--- config.mk ---
export PLATFORM = sky130hd
export DESIGN_NAME = eight_bit_cpu_execute_unit
export DESIGN_NICKNAME = d
export VERILOG_FILES = /design/src/sv/ecu_pkg.sv /design/src/sv/ecu_alu.sv /design/src/sv/eight_bit_cpu_execute_unit.sv
export SDC_FILE = /design/constraint.sdc
export NUM_CORES = 1
export LEC_CHECK = 0
export BUFFER_PORTS_ARGS = -buffer_cell sky130_fd_sc_hd__buf_2
export CAP_MARGIN = 20
export CORE_ASPECT_RATIO = 1.5
export CORE_MARGIN = 2
export CORE_UTILIZATION = 63
export CTS_CLUSTER_SIZE = 25
export DETAILED_ROUTE_END_ITERATION = 10
export GPL_TIMING_DRIVEN = 1
export PLACE_DENSITY = 0.82
export SLEW_MARGIN = 20
export SYNTH_ARGS = -nofsm -noshare
export SYNTH_HDL_FRONTEND = slang
export SYNTH_SLANG_ARGS = --single-unit
--- constraint.sdc ---
create_clock -name clk -period 7.3 [get_ports clk]
set_clock_uncertainty 0.1 [all_clocks]
set_input_delay 0.365 -clock clk [delete_from_list [all_inputs] [get_ports clk]]
set_output_delay 0.365 -clock clk [all_outputs]
set_load 0.1 [all_outputs]
--- src/sv/ecu_pkg.sv ---
package ecu_pkg;

  localparam int REG_COUNT_DEFAULT   = 64;
  localparam int STORE_DEPTH_DEFAULT = 64;

  typedef enum logic [3:0] {
    OP_ADD  = 4'd0,
    OP_SUB  = 4'd1,
    OP_MUL  = 4'd2,
    OP_MOVI = 4'd3,
    OP_BEQZ = 4'd4,
    OP_ANDI = 4'd5,
    OP_EOR  = 4'd6,
    OP_BR   = 4'd7,
    OP_SAL  = 4'd8,
    OP_SAR  = 4'd9,
    OP_LDR  = 4'd10,
    OP_STR  = 4'd11
  } opcode_t;

  typedef struct packed {
    logic [15:0] instruction;
    logic [15:0] pc_in;
  } instr_t;

  typedef struct packed {
    logic [15:0] pc_out;
    logic        carry;
    logic        overflow;
    logic        negative;
    logic        sign_flag;
    logic        zero_flag;
    logic        reg_written;
    logic [5:0]  write_index;
    logic [7:0]  write_value;
  } result_t;

  typedef struct packed {
    logic zero;
    logic sign;
    logic neg;
    logic ovf;
    logic carry;
  } flags_t;

  typedef struct packed {
    logic [15:0] pc_out;
    flags_t      flags;
    logic        wr;
    logic [7:0]  value;
  } alu_out_t;

endpackage

--- src/sv/ecu_alu.sv ---
module ecu_alu (
  input  logic [3:0]        op,
  input  logic [5:0]        r1,
  input  logic [5:0]        imm,
  input  logic [7:0]        a,
  input  logic [7:0]        b,
  input  logic [7:0]        mem_data,
  input  logic [15:0]       pc,
  input  ecu_pkg::flags_t   flags,
  output ecu_pkg::alu_out_t alu
);
  import ecu_pkg::*;

  logic [8:0] sum;
  logic [8:0] diff;
  logic [7:0] prod;
  logic [7:0] imm8;
  logic [7:0] value;
  logic       c;
  logic       v;
  logic       upd;
  logic       wr;
  logic [15:0] pc_next;

  assign sum  = {1'b0, a} + {1'b0, b};
  assign diff = {1'b0, a} - {1'b0, b};
  assign prod = a * b;
  assign imm8 = {2'b00, imm};

  always_comb begin
    value   = '0;
    c       = 1'b0;
    v       = 1'b0;
    upd     = 1'b0;
    wr      = 1'b0;
    pc_next = pc;
    unique case (op)
      OP_ADD: begin
        value = sum[7:0];
        c     = sum[8];
        v     = (a[7] == b[7]) && (sum[7] != a[7]);
        upd   = 1'b1;
        wr    = 1'b1;
      end
      OP_SUB: begin
        value = diff[7:0];
        c     = diff[8];
        v     = (a[7] != b[7]) && (diff[7] != a[7]);
        upd   = 1'b1;
        wr    = 1'b1;
      end
      OP_MUL: begin
        value = prod;
        upd   = 1'b1;
        wr    = 1'b1;
      end
      OP_MOVI: begin
        value = imm8;
        upd   = 1'b1;
        wr    = 1'b1;
      end
      OP_BEQZ: begin
        if (a == 8'd0) begin
          pc_next = pc + 16'(imm) + 16'd1;
        end
      end
      OP_ANDI: begin
        value = a & imm8;
        upd   = 1'b1;
        wr    = 1'b1;
      end
      OP_EOR: begin
        value = a ^ imm8;
        upd   = 1'b1;
        wr    = 1'b1;
      end
      OP_BR: begin
        pc_next = {a, imm8};
      end
      OP_SAL: begin
        value = (imm[5:3] != 3'd0) ? 8'd0 : (a << imm[2:0]);
        upd   = 1'b1;
        wr    = 1'b1;
      end
      OP_SAR: begin
        value = (imm[5:3] != 3'd0) ? 8'd0 : (a >> imm[2:0]);
        upd   = 1'b1;
        wr    = 1'b1;
      end
      OP_LDR: begin
        // load into register 0 is dropped
        if (r1 != 6'd0) begin
          value = mem_data;
          wr    = 1'b1;
        end
      end
      OP_STR: begin
      end
      default: begin
      end
    endcase
  end

  always_comb begin
    alu.pc_out = pc_next;
    alu.wr     = wr;
    alu.value  = value;
    if (upd) begin
      alu.flags.carry = c;
      alu.flags.ovf   = v;
      alu.flags.neg   = value[7];
      alu.flags.sign  = value[7] ^ v;
      alu.flags.zero  = (value == 8'd0);
    end else begin
      alu.flags = flags;
    end
  end

endmodule

--- src/sv/eight_bit_cpu_execute_unit.sv ---
// Channel  Valid        Stall        Payload
// instr    instr_valid  instr_stall  instr (instruction, pc_in)
// res      res_valid    res_stall    res   (pc_out, flags, register write)
//
// One instruction per cycle while instr_stall is low. A transfer on instr reads the
// register file and data store (synchronous reads); the execute stage then executes,
// writes back and loads the output register when res can advance. Back-to-back
// hazards on a register or store byte are forwarded. After reset the store and the
// registers below STORE_DEPTH are zeroed, one entry a cycle, instr_stall held high.
// A stalled result holds the execute stage, which then stalls instr.
module eight_bit_cpu_execute_unit #(
  parameter int REG_COUNT   = ecu_pkg::REG_COUNT_DEFAULT,
  parameter int STORE_DEPTH = ecu_pkg::STORE_DEPTH_DEFAULT
) (
  input  logic             clk,
  input  logic             rst,
  input  logic             instr_valid,
  output logic             instr_stall,
  input  ecu_pkg::instr_t  instr,
  output logic             res_valid,
  input  logic             res_stall,
  output ecu_pkg::result_t res
);
  import ecu_pkg::*;

  localparam int RA_W = $clog2(REG_COUNT);
  localparam int SA_W = $clog2(STORE_DEPTH);

  logic [7:0] rf_mem [REG_COUNT];
  logic [7:0] ds_mem [STORE_DEPTH];

  logic            clearing;
  logic [SA_W-1:0] clr_addr;

  logic accept;
  logic s1_adv;

  logic [5:0] in_r1;
  logic [5:0] in_imm;

  logic        s1_valid;
  logic [15:0] s1_instr;
  logic [15:0] s1_pc;
  logic        s1_a_ok;
  logic        s1_b_ok;
  logic        fwd_a;
  logic        fwd_b;
  logic        fwd_m;
  logic [7:0]  fwd_rf_data;
  logic [7:0]  fwd_m_data;
  logic [7:0]  rf_qa;
  logic [7:0]  rf_qb;
  logic [7:0]  ds_q;

  logic [3:0]  s1_op;
  logic [5:0]  s1_r1;
  logic [5:0]  s1_imm;
  logic [7:0]  a_val;
  logic [7:0]  b_val;
  logic [7:0]  m_val;
  flags_t      flags;
  alu_out_t    alu;

  logic        wr_ok;
  logic        rf_we;
  logic        ds_we;
  logic        rf_mem_we;
  logic [RA_W-1:0] rf_mem_addr;
  logic [7:0]  rf_mem_data;
  logic        ds_mem_we;
  logic [SA_W-1:0] ds_mem_addr;
  logic [7:0]  ds_mem_data;

  assign in_r1  = instr.instruction[11:6];
  assign in_imm = instr.instruction[5:0];

  assign s1_adv      = !res_valid || !res_stall;
  assign instr_stall = clearing || (s1_valid && !s1_adv);
  assign accept      = instr_valid && !instr_stall;

  assign s1_op  = s1_instr[15:12];
  assign s1_r1  = s1_instr[11:6];
  assign s1_imm = s1_instr[5:0];

  assign a_val = fwd_a ? fwd_rf_data : (s1_a_ok ? rf_qa : 8'd0);
  assign b_val = fwd_b ? fwd_rf_data : (s1_b_ok ? rf_qb : 8'd0);
  assign m_val = fwd_m ? fwd_m_data : ds_q;

  ecu_alu u_alu (
    .op       (s1_op),
    .r1       (s1_r1),
    .imm      (s1_imm),
    .a        (a_val),
    .b        (b_val),
    .mem_data (m_val),
    .pc       (s1_pc),
    .flags    (flags),
    .alu      (alu)
  );

  assign wr_ok = alu.wr && s1_a_ok;
  assign rf_we = s1_valid && s1_adv && wr_ok;
  assign ds_we = s1_valid && s1_adv && (s1_op == OP_STR);

  always_comb begin
    if (clearing) begin
      rf_mem_we   = ({1'b0, clr_addr} < (SA_W+1)'(REG_COUNT));
      rf_mem_addr = clr_addr[RA_W-1:0];
      rf_mem_data = 8'd0;
      ds_mem_we   = 1'b1;
      ds_mem_addr = clr_addr;
      ds_mem_data = 8'd0;
    end else begin
      rf_mem_we   = rf_we;
      rf_mem_addr = s1_r1[RA_W-1:0];
      rf_mem_data = alu.value;
      ds_mem_we   = ds_we;
      ds_mem_addr = SA_W'(s1_imm);
      ds_mem_data = a_val;
    end
  end

  always_ff @(posedge clk) begin
    if (rf_mem_we) begin
      rf_mem[rf_mem_addr] <= rf_mem_data;
    end
    if (accept) begin
      rf_qa <= rf_mem[in_r1[RA_W-1:0]];
      rf_qb <= rf_mem[in_imm[RA_W-1:0]];
    end
  end

  always_ff @(posedge clk) begin
    if (ds_mem_we) begin
      ds_mem[ds_mem_addr] <= ds_mem_data;
    end
    if (accept) begin
      ds_q <= ds_mem[SA_W'(in_imm)];
    end
  end

  always_ff @(posedge clk) begin
    if (rst) begin
      clearing <= 1'b1;
      clr_addr <= '0;
    end else if (clearing) begin
      if (clr_addr == SA_W'(STORE_DEPTH - 1)) begin
        clearing <= 1'b0;
      end
      clr_addr <= clr_addr + SA_W'(1);
    end
  end

  // execute stage; forward flags catch a write landing on the same edge as the read
  always_ff @(posedge clk) begin
    if (rst) begin
      s1_valid <= 1'b0;
    end else if (accept) begin
      s1_valid <= 1'b1;
    end else if (s1_adv) begin
      s1_valid <= 1'b0;
    end
  end

  always_ff @(posedge clk) begin
    if (accept) begin
      s1_instr    <= instr.instruction;
      s1_pc       <= instr.pc_in;
      s1_a_ok     <= ({1'b0, in_r1} < 7'(REG_COUNT));
      s1_b_ok     <= ({1'b0, in_imm} < 7'(REG_COUNT));
      fwd_a       <= rf_we && (s1_r1 == in_r1);
      fwd_b       <= rf_we && (s1_r1 == in_imm);
      fwd_m       <= ds_we && (s1_imm == in_imm);
      fwd_rf_data <= alu.value;
      fwd_m_data  <= a_val;
    end
  end

  always_ff @(posedge clk) begin
    if (rst) begin
      flags <= '0;
    end else if (s1_valid && s1_adv) begin
      flags <= alu.flags;
    end
  end

  always_ff @(posedge clk) begin
    if (rst) begin
      res_valid <= 1'b0;
    end else if (s1_valid && s1_adv) begin
      res_valid <= 1'b1;
    end else if (!res_stall) begin
      res_valid <= 1'b0;
    end
  end

  always_ff @(posedge clk) begin
    if (s1_valid && s1_adv) begin
      res.pc_out      <= alu.pc_out;
      res.carry       <= alu.flags.carry;
      res.overflow    <= alu.flags.ovf;
      res.negative    <= alu.flags.neg;
      res.sign_flag   <= alu.flags.sign;
      res.zero_flag   <= alu.flags.zero;
      res.reg_written <= wr_ok;
      res.write_index <= wr_ok ? s1_r1 : 6'd0;
      res.write_value <= wr_ok ? alu.value : 8'd0;
    end
  end

endmodule
# Yosys cells after proc, flatten, opt, wreduce, memory -nomap -nowiden
# Memories as Yosys holds them, arrays and structs flattened. A register that Yosys moved wholly into a read port is not among the register bits.
# Index checks and enable logic that the tools add are counted.
[classes]
n_addsub = 5
n_mux = 31
shift = 2
multipliers = 1
reduce_logical = 23
bitwise_logic = 3
eq_ne = 20
[ops]
columns = ["op", "n"]
rows = [
  ["$pmux W8 S9", 1],
  ["$mux W8", 8],
  ["$pmux W16 S2", 1],
  ["$eq A6 B6 Y1", 3],
  ["$add A16 B1 Y16 const B", 1],
  ["$add A16 B6 Y16", 1],
  ["$eq A4 B3 Y1 const B", 4],
  ["$eq A4 B4 Y1 const B", 4],
  ["$logic_not A8 Y1", 2],
  ["$mux W16", 1],
  ["$mux W1", 14],
  ["$mux W6", 2],
  ["$logic_and A1 B1 Y1", 10],
  ["$add A8 B8 Y9", 1],
  ["$sub A8 B8 Y9", 1],
  ["$and A8 B6 Y8", 1],
  ["$eq A4 B2 Y1 const B", 2],
  ["$mul A8 B8 Y8", 1],
  ["$reduce_or A8 Y1", 1],
  ["$shl A8 B3 Y8", 1],
  ["$shr A8 B3 Y8", 1],
  ["$xor A8 B6 Y8", 1],
  ["$add A6 B1 Y6 const B", 1],
  ["$eq A6 B6 Y1 const B", 1],
  ["13 further kinds", 21],
]
[totals]
inputBits = 36
mem_bits_rw = 1024
ff_bits = 101
n_memories = 2
[mem_list]
columns = ["memory", "words", "word_bits", "rd", "rd_ports_with_merged_regs", "wr", "line_no", "text"]
rows = [
  ["ds_mem", 64, 8, 1, 1, 1, "eight_bit_cpu_execute_unit.sv:30", "logic [7:0] ds_mem [STORE_DEPTH];"],
  ["rf_mem", 64, 8, 2, 2, 1, "eight_bit_cpu_execute_unit.sv:29", "logic [7:0] rf_mem [REG_COUNT];"],
]

# Longest topological paths before layout
# Gate-level depths: netlist of the first run.
[logic_depth]
depth_word = 8
mapped_depth = 21

# Hierarchy
# From an unflattened synthesis of the first run, not the netlist that was laid out.
[unflattened]
cells_unflattened = 2949
area_unflattened_um2 = 52278.9
[modules_own_cells]
columns = ["mod", "seq_area_each_um2", "cells_each", "area_each_um2", "instances"]
rows = [
  ["eight_bit_cpu_execute_unit", 34363.0, 2474, 48891.9, 1],
  ["ecu_alu", 0.0, 475, 3387.0, 1],
]

# Worst setup path after synthesis of the first run
# OpenSTA, ideal clock, no wires.
[synth_path]
path_kind = "flip-flop to flip-flop"
from = "register fwd_a"
to = "memory rf_mem[0][7], data pin"
setup_time_ps = 588
arrival_time_ps = 5999
path_buffers = 1
synth_period_minus_slack_ps = 6686
t_required_ps = 6612
path_stages_with_launch = 17
path_slack_ps = 614
path_cell_list = "edfxtp_1 buf_6 mux2i_2 inv_2 ha_1 fa_1 ha_1 fa_1 inv_1 fa_1 inv_1 ha_1 a21oi_1 xnor2_1 xnor3_1 a311oi_2 a31oi_1"
[synth_via]
elab_chain_len = 5
elab_cells_between_ends = 12
cone_classes = "add/sub: 2; mul: 1; shift: 2; mux: 5; bitwise: 2"
[synth_lines]
columns = ["item", "line_no", "text"]
rows = [
  ["from (decl)", "eight_bit_cpu_execute_unit.sv:46", "logic fwd_a;"],
  ["from (signal assigned)", "eight_bit_cpu_execute_unit.sv:171", "fwd_a <= rf_we && (s1_r1 == in_r1);"],
  ["$mux W8 *", "eight_bit_cpu_execute_unit.sv:85", "assign a_val = fwd_a ? fwd_rf_data : (s1_a_ok ? rf_qa : 8'd0);"],
  ["named net a_val[3]", "eight_bit_cpu_execute_unit.sv:58", "logic [7:0] a_val;"],
  ["parallel branches: the longest is 2 deep, another holds $mul A8 B8 Y8", "--", ""],
  ["$pmux W8 S9 *", "ecu_alu.sv:37", "unique case (op)"],
  ["$mux W8 *", "eight_bit_cpu_execute_unit.sv:106", "if (clearing) begin"],
  ["named net rf_mem_data[7]", "eight_bit_cpu_execute_unit.sv:69", "logic [7:0] rf_mem_data;"],
  ["to (decl)", "eight_bit_cpu_execute_unit.sv:29", ""],
]
# Mark *: on every way through the listed nets, which the timed path passes.

==> impl_results.md, run 1 <==
- Status: completed
- FMAX: 159 MHz
- Register-to-Register Path Depth: 17
- Via-per-instance ratio: 7.52
- Number of max-slew violations in the final report: 0
- RSZ-0062 raised after global routing: no
- Finish-stage setup viols: 0
- Number of H-tree levels: 3
- Cell-internal power: around 10000 uW
- Number of enable-type register cells in the synthesized netlist: 1135
- Headroom to the max-slew limit: between 10% and 20%
- Power Dens Cells: 232 nW/um2
- Final Critical Period: 6.30 ns
- Placer Congestion: 0.984
- Count of standard-cell rows: 128
- Yosys warns: 0
- Wire length of the first global-routing pass: roughly 210000 um
- Peak per-stage delay on the critical path: just under 0.9 ns
- Buffers added on ports: 73
- Fraction of final layout cells with drive strength greater than 1: 30.1%
- Final standard cell utilization of the core: about 70%
- Mean post-synth cell area: slightly below 20 um2
- Sequence of cells on the critical path: mux2i_2 -> buf_4 -> inv_2 -> ha_1 -> fa_1 -> ha_1 -> fa_1 -> inv_1 -> fa_1 -> inv_1 -> ha_1 -> xor2_1 -> o21ai_0 -> nand2_1 -> o311ai_2 -> nor2b_4 -> buf_4
- DIE AREA: 84100 um2
- Net load switching power: about 2800 uW
- Count leader, synth: sky130_fd_sc_hd__edfxtp_1
- Post-DP HPWL: 88900 um
- Initial antenna violation count: 7
- DRC violation total after the first TritonRoute iteration: 3953
- Share of the synthesized area in the top cell type: 66.2%
- Hold crit path type: input port to flip-flop
- Top cells by area in the synthesized netlist: sky130_fd_sc_hd__edfxtp_1 (66%), sky130_fd_sc_hd__mux4_2 (22%), sky130_fd_sc_hd__nor2_1 (1.5%)
- Vias after detailed routing: 28.9k
- Post-layout total power: 13200 uW
- Net count, final: 2819
- TritonCTS clock tree: built
- Multi-input gate area: 16400 um2
- Area growth from synthesis to layout: 10.5%
- Type of element capturing the critical path: flip-flop
- Floorplan die width: 237 um
- Crit path required time: 7.67 ns
- Die Y-Extent: 354 um
- Seq. cell area: between 30000 and 40000 um2
- Clock network fraction of design power: 41.6%
- Total iterations of the first detailed-routing run: 6
- Period Utilization, post-route: 86.3%
- Via count of the first global-routing pass: 29.9k
- Power share of the combinational group: approximately 4.0%
- Remaining global-route overflow: 0
- Pin count of the biggest net entering global routing: 98
- Number of ports placed on the die boundary: 74
- Number of CTS-inserted buffers: 102
- Sequential share of power: roughly 54%
- Count of mapped cells out of synthesis: 2615
- Clock net sink count: 1149
- Pin slew with the least headroom to its limit: 1.24 ns
- Final hold violations: 0
- Share of async-settable or async-resettable flops after synthesis: 0%
- Data arrival time of the critical path: 6.66 ns
- Synthesized Nets: 2712
- Antenna Violating Nets Remaining: 0
- Peak supply drop: 246 uV
- Cell Area, Synth: 51500 um2
- Critical-path maximum fanout: 34
- Total negative slack for setup checks: 0 ns
- Starting Density: 63.5%
- Critical-path top delay cell: sky130_fd_sc_hd__edfxtp_1
- Buffer count from post-CTS setup fixing: 0
- Static Leakage: between 0.02 and 0.025 uW
- Core area: approximately 80000 um2
- Clock tree root buffer cell: sky130_fd_sc_hd__clkbuf_16
- Buffers from clock root to sink, at most: 3
- Sequential area share after synthesis: 66.8%
- Startpoint class of the critical path: flip-flop
- Routed WL per cell: around 38 um
- Most numerous cell types in the synthesized netlist: sky130_fd_sc_hd__edfxtp_1 (1135), sky130_fd_sc_hd__mux4_2 (507), sky130_fd_sc_hd__nor2_1 (204), sky130_fd_sc_hd__clkbuf_1 (102), sky130_fd_sc_hd__nand2_1 (95)
- Register clock-pin slew on the reported worst setup and hold paths: 0.07 ns
- Post-route DRC violation count: 0
- Number of distinct library cells after synthesis: 72
- Switching share of power: approximately a fifth
- Global router's overall resource usage: 35.3%
- Total Routed Length: 145000 um
- FF+latch count, synth: 1149
- Clk_lat worst skew: 0.69 ns
- Critical Setup Path Class: flip-flop to flip-flop
- Main flop type after synthesis: sky130_fd_sc_hd__edfxtp_1
- Top cell type by total area after synthesis: sky130_fd_sc_hd__edfxtp_1
- # fillers: 4577
- Hold Path Cell Cnt: 1
- Max capacitance violation total: 0
## worst paths after layout
kind              from       endpoint  slack [ns]
max              fwd_a  rf_mem[42][6]        1.00
min          instr[26]   s1_instr[10]        0.05
max reg2reg      fwd_a  rf_mem[42][6]        1.00
min reg2reg   flags[3]       flags[3]        0.39
## layout make-up
cell class              instances  area share, %
flip-flops and latches       1149           60.4
repair buffers                155           2.02
multi-input cells            1241           28.9
well taps                    1040           2.29
inverters                      73          0.482
clock buffers                 120           4.73
clock inverters                65           1.16
diodes                          4         0.0176
## cells by family after synthesis
family	synth area share, %
adder cells (fa/ha/maj)	1.70
AND/OR/NAND/NOR	3.49
buffers and inverters	1.67
flip-flops	66.8
XOR/XNOR	0.809
AO/OA/AOI/OAI	2.55
multiplexers	23.0
## worst max-delay path: cells and delay by family, from the launching register on
kind | cells | cell delay, ns
AOI/OAI and AO/OA | 2 | 0.33
buffers and inverters | 5 | 0.90
DFF | 1 | 0.89
adders and majority gates | 6 | 2.41
muxes | 1 | 0.27
and+or+nand+nor | 2 | 0.94
xor gates and xnor gates | 1 | 0.19
## layer usage
metal,vias to the layer above,wire (um),GRT usage (%)
li1,11200,-,-
met1,14800,45600,43.0
met2,2433,74400,59.4
met3,570,14800,6.70
met4,6,10200,21.0
met5,-,36,0
## cells in the final DEF (no fill, tap or decap), types with 29 or more instances in the layout
| cell | netlist | routed |
|---|---|---|
| sky130_fd_sc_hd__edfxtp_1 | 1135 | 1135 |
| sky130_fd_sc_hd__mux4_2 | 507 | 507 |
| sky130_fd_sc_hd__buf_2 | 0 | 67 |
| sky130_fd_sc_hd__nand2_1 | 95 | 95 |
| sky130_fd_sc_hd__buf_4 | 0 | 52 |
| sky130_fd_sc_hd__nor2_1 | 204 | 180 |
| sky130_fd_sc_hd__clkbuf_16 | 0 | 104 |
| sky130_fd_sc_hd__inv_1 | 66 | 66 |
| sky130_fd_sc_hd__o21ai_0 | 33 | 33 |
| sky130_fd_sc_hd__xnor2_1 | 29 | 29 |
| sky130_fd_sc_hd__ha_1 | 46 | 46 |
| sky130_fd_sc_hd__a21oi_1 | 35 | 35 |
## flip-flops by register name, indices dropped and copies added (netlist names), 5 cells and up
name,flops
clr_addr,6
ds_mem,512
ds_q,8
flags,5
fwd_m_data,8
fwd_rf_data,8
res,36
rf_mem,512
rf_qa,8
rf_qb,8
s1_instr,16
s1_pc,16
## power by group through the flow
stage / clock (uW) / sequential (uW) / combinational [uW]
global route: 5720 / 7190 / 544
floorplan: 0 / 7320 / 349
CTS: 5510 / 7190 / 524
finish: 5490 / 7190 / 529
detailed placement: 0 / 7330 / 507
global placement: 0 / 7330 / 500
## per-stage QoR
step / cells / hold slack (ns) / setup WS (ns) / instance area, um2
4_1_cts: 3840 / 0.0216 / 1.06 / 56800
5_1_grt: 3845 / 0.0512 / 0.721 / 56900
3_5_place_dp: 3631 / 0.378 / 1.11 / 53200
3_3_place_gp: 3626 / 0.365 / 1.22 / 53100
2_1_floorplan: 2615 / 0.337 / 0.614 / 51500
6_report: 3847 / 0.0478 / 1.00 / 56900
## repair_timing
item	CTS	global route
hold buffers	24	0
gates resized for setup	0	0
hold endpoints to repair	29	0
setup endpoints to repair	0	0
No activity file was read; power rests on OpenSTA's default activity.
==> run 2, diff against run 1 <==
==> constraint.sdc (replaced) <==
create_clock -name clk -period 7.1 [get_ports clk]
set_clock_uncertainty 0.1 [all_clocks]
set_input_delay 1.065 -clock clk [delete_from_list [all_inputs] [get_ports clk]]
set_output_delay 1.065 -clock clk [all_outputs]
set_load 0.1 [all_outputs]
==> run 2 against run 1 <==
Fmax grew 0.95%. Via count up 0.59%. Flip-flop and latch count unchanged. Die area is the same. Critical path depth increased by 1. Sequential share of layout area increased by 0.13 points. Combinational power increased by 2%. Routed wire length up 0.26%. Critical endpoint is now flags[4].
==> impl_results.md, run 2 (synthesized netlist as in run 1, its figures left out) <==
- Number of ports placed on the die boundary: 74 (unchanged)
- Pin slew with the least headroom to its limit: 1.22 ns (-0.0242 ns)
- Net count, final: 2812 (-0.25%)
- Clock tree root buffer cell: sky130_fd_sc_hd__clkbuf_16
- Headroom to the max-slew limit: 18.3% (+1.4 points)
- End of the worst register-to-register path: flags[4]
- Post-route DRC violation count: 0 (unchanged)
- Floorplan die width: 237 um (unchanged)
- Final Hold Slack: 0.393 ns (+0.345 ns)
- Routed WL per cell: 37.8 um (+0.41%)
- Critical-path maximum fanout: 12 (-65%)
- Top flop regs: ds_mem (512), rf_mem (512), res (36)
- Area growth from synthesis to layout: 10.2%
- Resized Gates After CTS: 0 (unchanged)
- Final cell count without fillers: 3841 (-0.16%)
- Total Routed Length: 145000 um (+0.26%)
- Max capacitance violation total: 0 (unchanged)
- CTS Hold Bufs: 0 (-100%)
- Count of standard-cell rows: 128 (unchanged)
- Post-layout total power: 13600 uW (+2.7%)
- Critical Setup Path Class: flip-flop to flip-flop
- Setup slack of the most critical reg-to-reg path: 0.86 ns (-0.14 ns)
- Number of CTS-inserted buffers: 101 (-0.98%)
- Antenna Violating Nets Remaining: 0 (unchanged)
- Hold Path Cell Cnt: 2 (+1)
- RSZ-0062 raised after global routing: no
- Status: completed
- Data arrival time of the critical path: 6.76 ns (+0.10 ns)
- Initial antenna violation count: 13 (+6)
- Buffers from clock root to sink, at most: 3 (unchanged)
- Final standard cell utilization of the core: 70.0% (-0.15 points)
- Hold Crit Start: flags[0]
- Remaining global-route overflow: 0 (unchanged)
- Type of element capturing the critical path: flip-flop
- Crit path required time: 7.63 ns (-0.04 ns)
- Final hold violations: 0 (unchanged)
- Commonest non-fill, non-tap cells in the layout: sky130_fd_sc_hd__edfxtp_1 (1135), sky130_fd_sc_hd__mux4_2 (507), sky130_fd_sc_hd__nor2_1 (186), sky130_fd_sc_hd__clkbuf_16 (103), sky130_fd_sc_hd__nand2_1 (95)
- Commonest non-fill, non-tap cell in the layout: sky130_fd_sc_hd__edfxtp_1
- Seq. cell area: 34400 um2 (unchanged)
- Clk_lat worst skew: 0.69 ns (about the same)
- Global router's overall resource usage: 35.3% (about the same)
- Die Y-Extent: 354 um (unchanged)
- Power Dens Cells: 239 nW/um2 (+2.9%)
- Peak supply drop: 228 uV (-7.5%)
- Clock net sink count: 1149 (unchanged)
- Period Utilization, post-route: 87.9% (+1.6 points)
- Total negative slack for setup checks: 0 ns (unchanged)
- Via-per-instance ratio: 7.57 (+0.74%)
- Via count of the first global-routing pass: 30.0k (+0.32%)
- Starting Density: 63.5% (unchanged)
- Startpoint class of the critical path: flip-flop
- DIE AREA: 84100 um2 (unchanged)
- Buffer count from post-CTS setup fixing: 0 (unchanged)
- Number of max-slew violations in the final report: 0 (unchanged)
- Pin count of the biggest net entering global routing: 118 (+20%)
- Finish-stage setup viols: 0 (unchanged)
- Reg2reg start: fwd_a
- Multi-input gate area: 16400 um2 (about the same)
- DRC violation total after the first TritonRoute iteration: 4615 (+17%)
- Placer Congestion: 0.952 (-3.3%)
- Total iterations of the first detailed-routing run: 9 (+3)
- Static Leakage: 0.0203 uW (-0.16%)
- FMAX: 160 MHz (+0.95%)
- Wire length of the first global-routing pass: 210000 um (about the same)
- Hold crit path type: flip-flop to flip-flop
- Buffers added on ports: 73 (unchanged)
- Vias after detailed routing: 29.1k (+0.59%)
- Register-to-Register Path Depth: 18 (+1)
- TritonCTS clock tree: built
- # fillers: 4571 (-0.13%)
- Core area: 81000 um2 (unchanged)
- Number of H-tree levels: 3 (unchanged)
- Fraction of final layout cells with drive strength greater than 1: 30.6% (+0.47 points)
- Final Critical Period: 6.24 ns (-0.0590 ns)
- Register clock-pin slew on the reported worst setup and hold paths: 0.07 ns (about the same)
- Placed Cells: 3650 (+0.52%)
- Hold endpoint: flags[0]
- Post-DP HPWL: 87700 um (-1.4%)
run 2: per-layer routing:
metal,global-route usage [%],share of wire (%)
met1,42.6,31
met2,59.1,51
met3,7.01,10
met4,22.4,7.7
met5,0,0.10
run 2: worst max-delay path, stage by stage, from the launching register on:
cell                       delay, ns
sky130_fd_sc_hd__edfxtp_1       0.87
sky130_fd_sc_hd__mux2i_2        0.27
sky130_fd_sc_hd__buf_4          0.23
sky130_fd_sc_hd__inv_2          0.14
sky130_fd_sc_hd__ha_1           0.29
sky130_fd_sc_hd__fa_1           0.47
sky130_fd_sc_hd__ha_1           0.31
sky130_fd_sc_hd__fa_1           0.48
sky130_fd_sc_hd__inv_1          0.05
sky130_fd_sc_hd__fa_1           0.48
sky130_fd_sc_hd__inv_1          0.04
sky130_fd_sc_hd__ha_1           0.31
sky130_fd_sc_hd__a21oi_1        0.17
sky130_fd_sc_hd__xnor2_1        0.14
sky130_fd_sc_hd__xnor3_1        0.45
sky130_fd_sc_hd__a311oi_2       0.46
sky130_fd_sc_hd__nand3_2        0.29
sky130_fd_sc_hd__o41ai_2        0.46
sky130_fd_sc_hd__o21a_1         0.16
run 2: area by class of cell:
class	count	share of cell area, %
clock inverters	61	1.19
clock buffers	123	4.67
well taps	1040	2.29
inverters	73	0.483
multi-input cells	1241	28.9
flip-flops and latches	1149	60.6
repair buffers	149	1.87
diodes	5	0.0220
run 2: stage by stage:
stage	cell area (um2)	setup slack, ns
2_1_floorplan	51500	0.414
3_3_place_gp	53300	0.969
3_5_place_dp	53400	0.881
4_1_cts	56700	0.850
5_1_grt	56700	0.547
6_report	56700	0.862
run 2: where the power goes:
group          internal (uW)  switching, uW
clock network           3140           2500
registers               7380           17.3
logic                    220            318
total                  10700           2830
run 2: worst max-delay path by stage:
stage	cells past startpoint	to	from
after floorplan	16	rf_mem[0][7]	fwd_a
after global placement	17	res[15]	fwd_a
after detailed placement	18	flags[4]	fwd_a
after CTS	18	flags[4]	fwd_a
after global routing	19	flags[3]	fwd_a
final	18	flags[4]	fwd_a
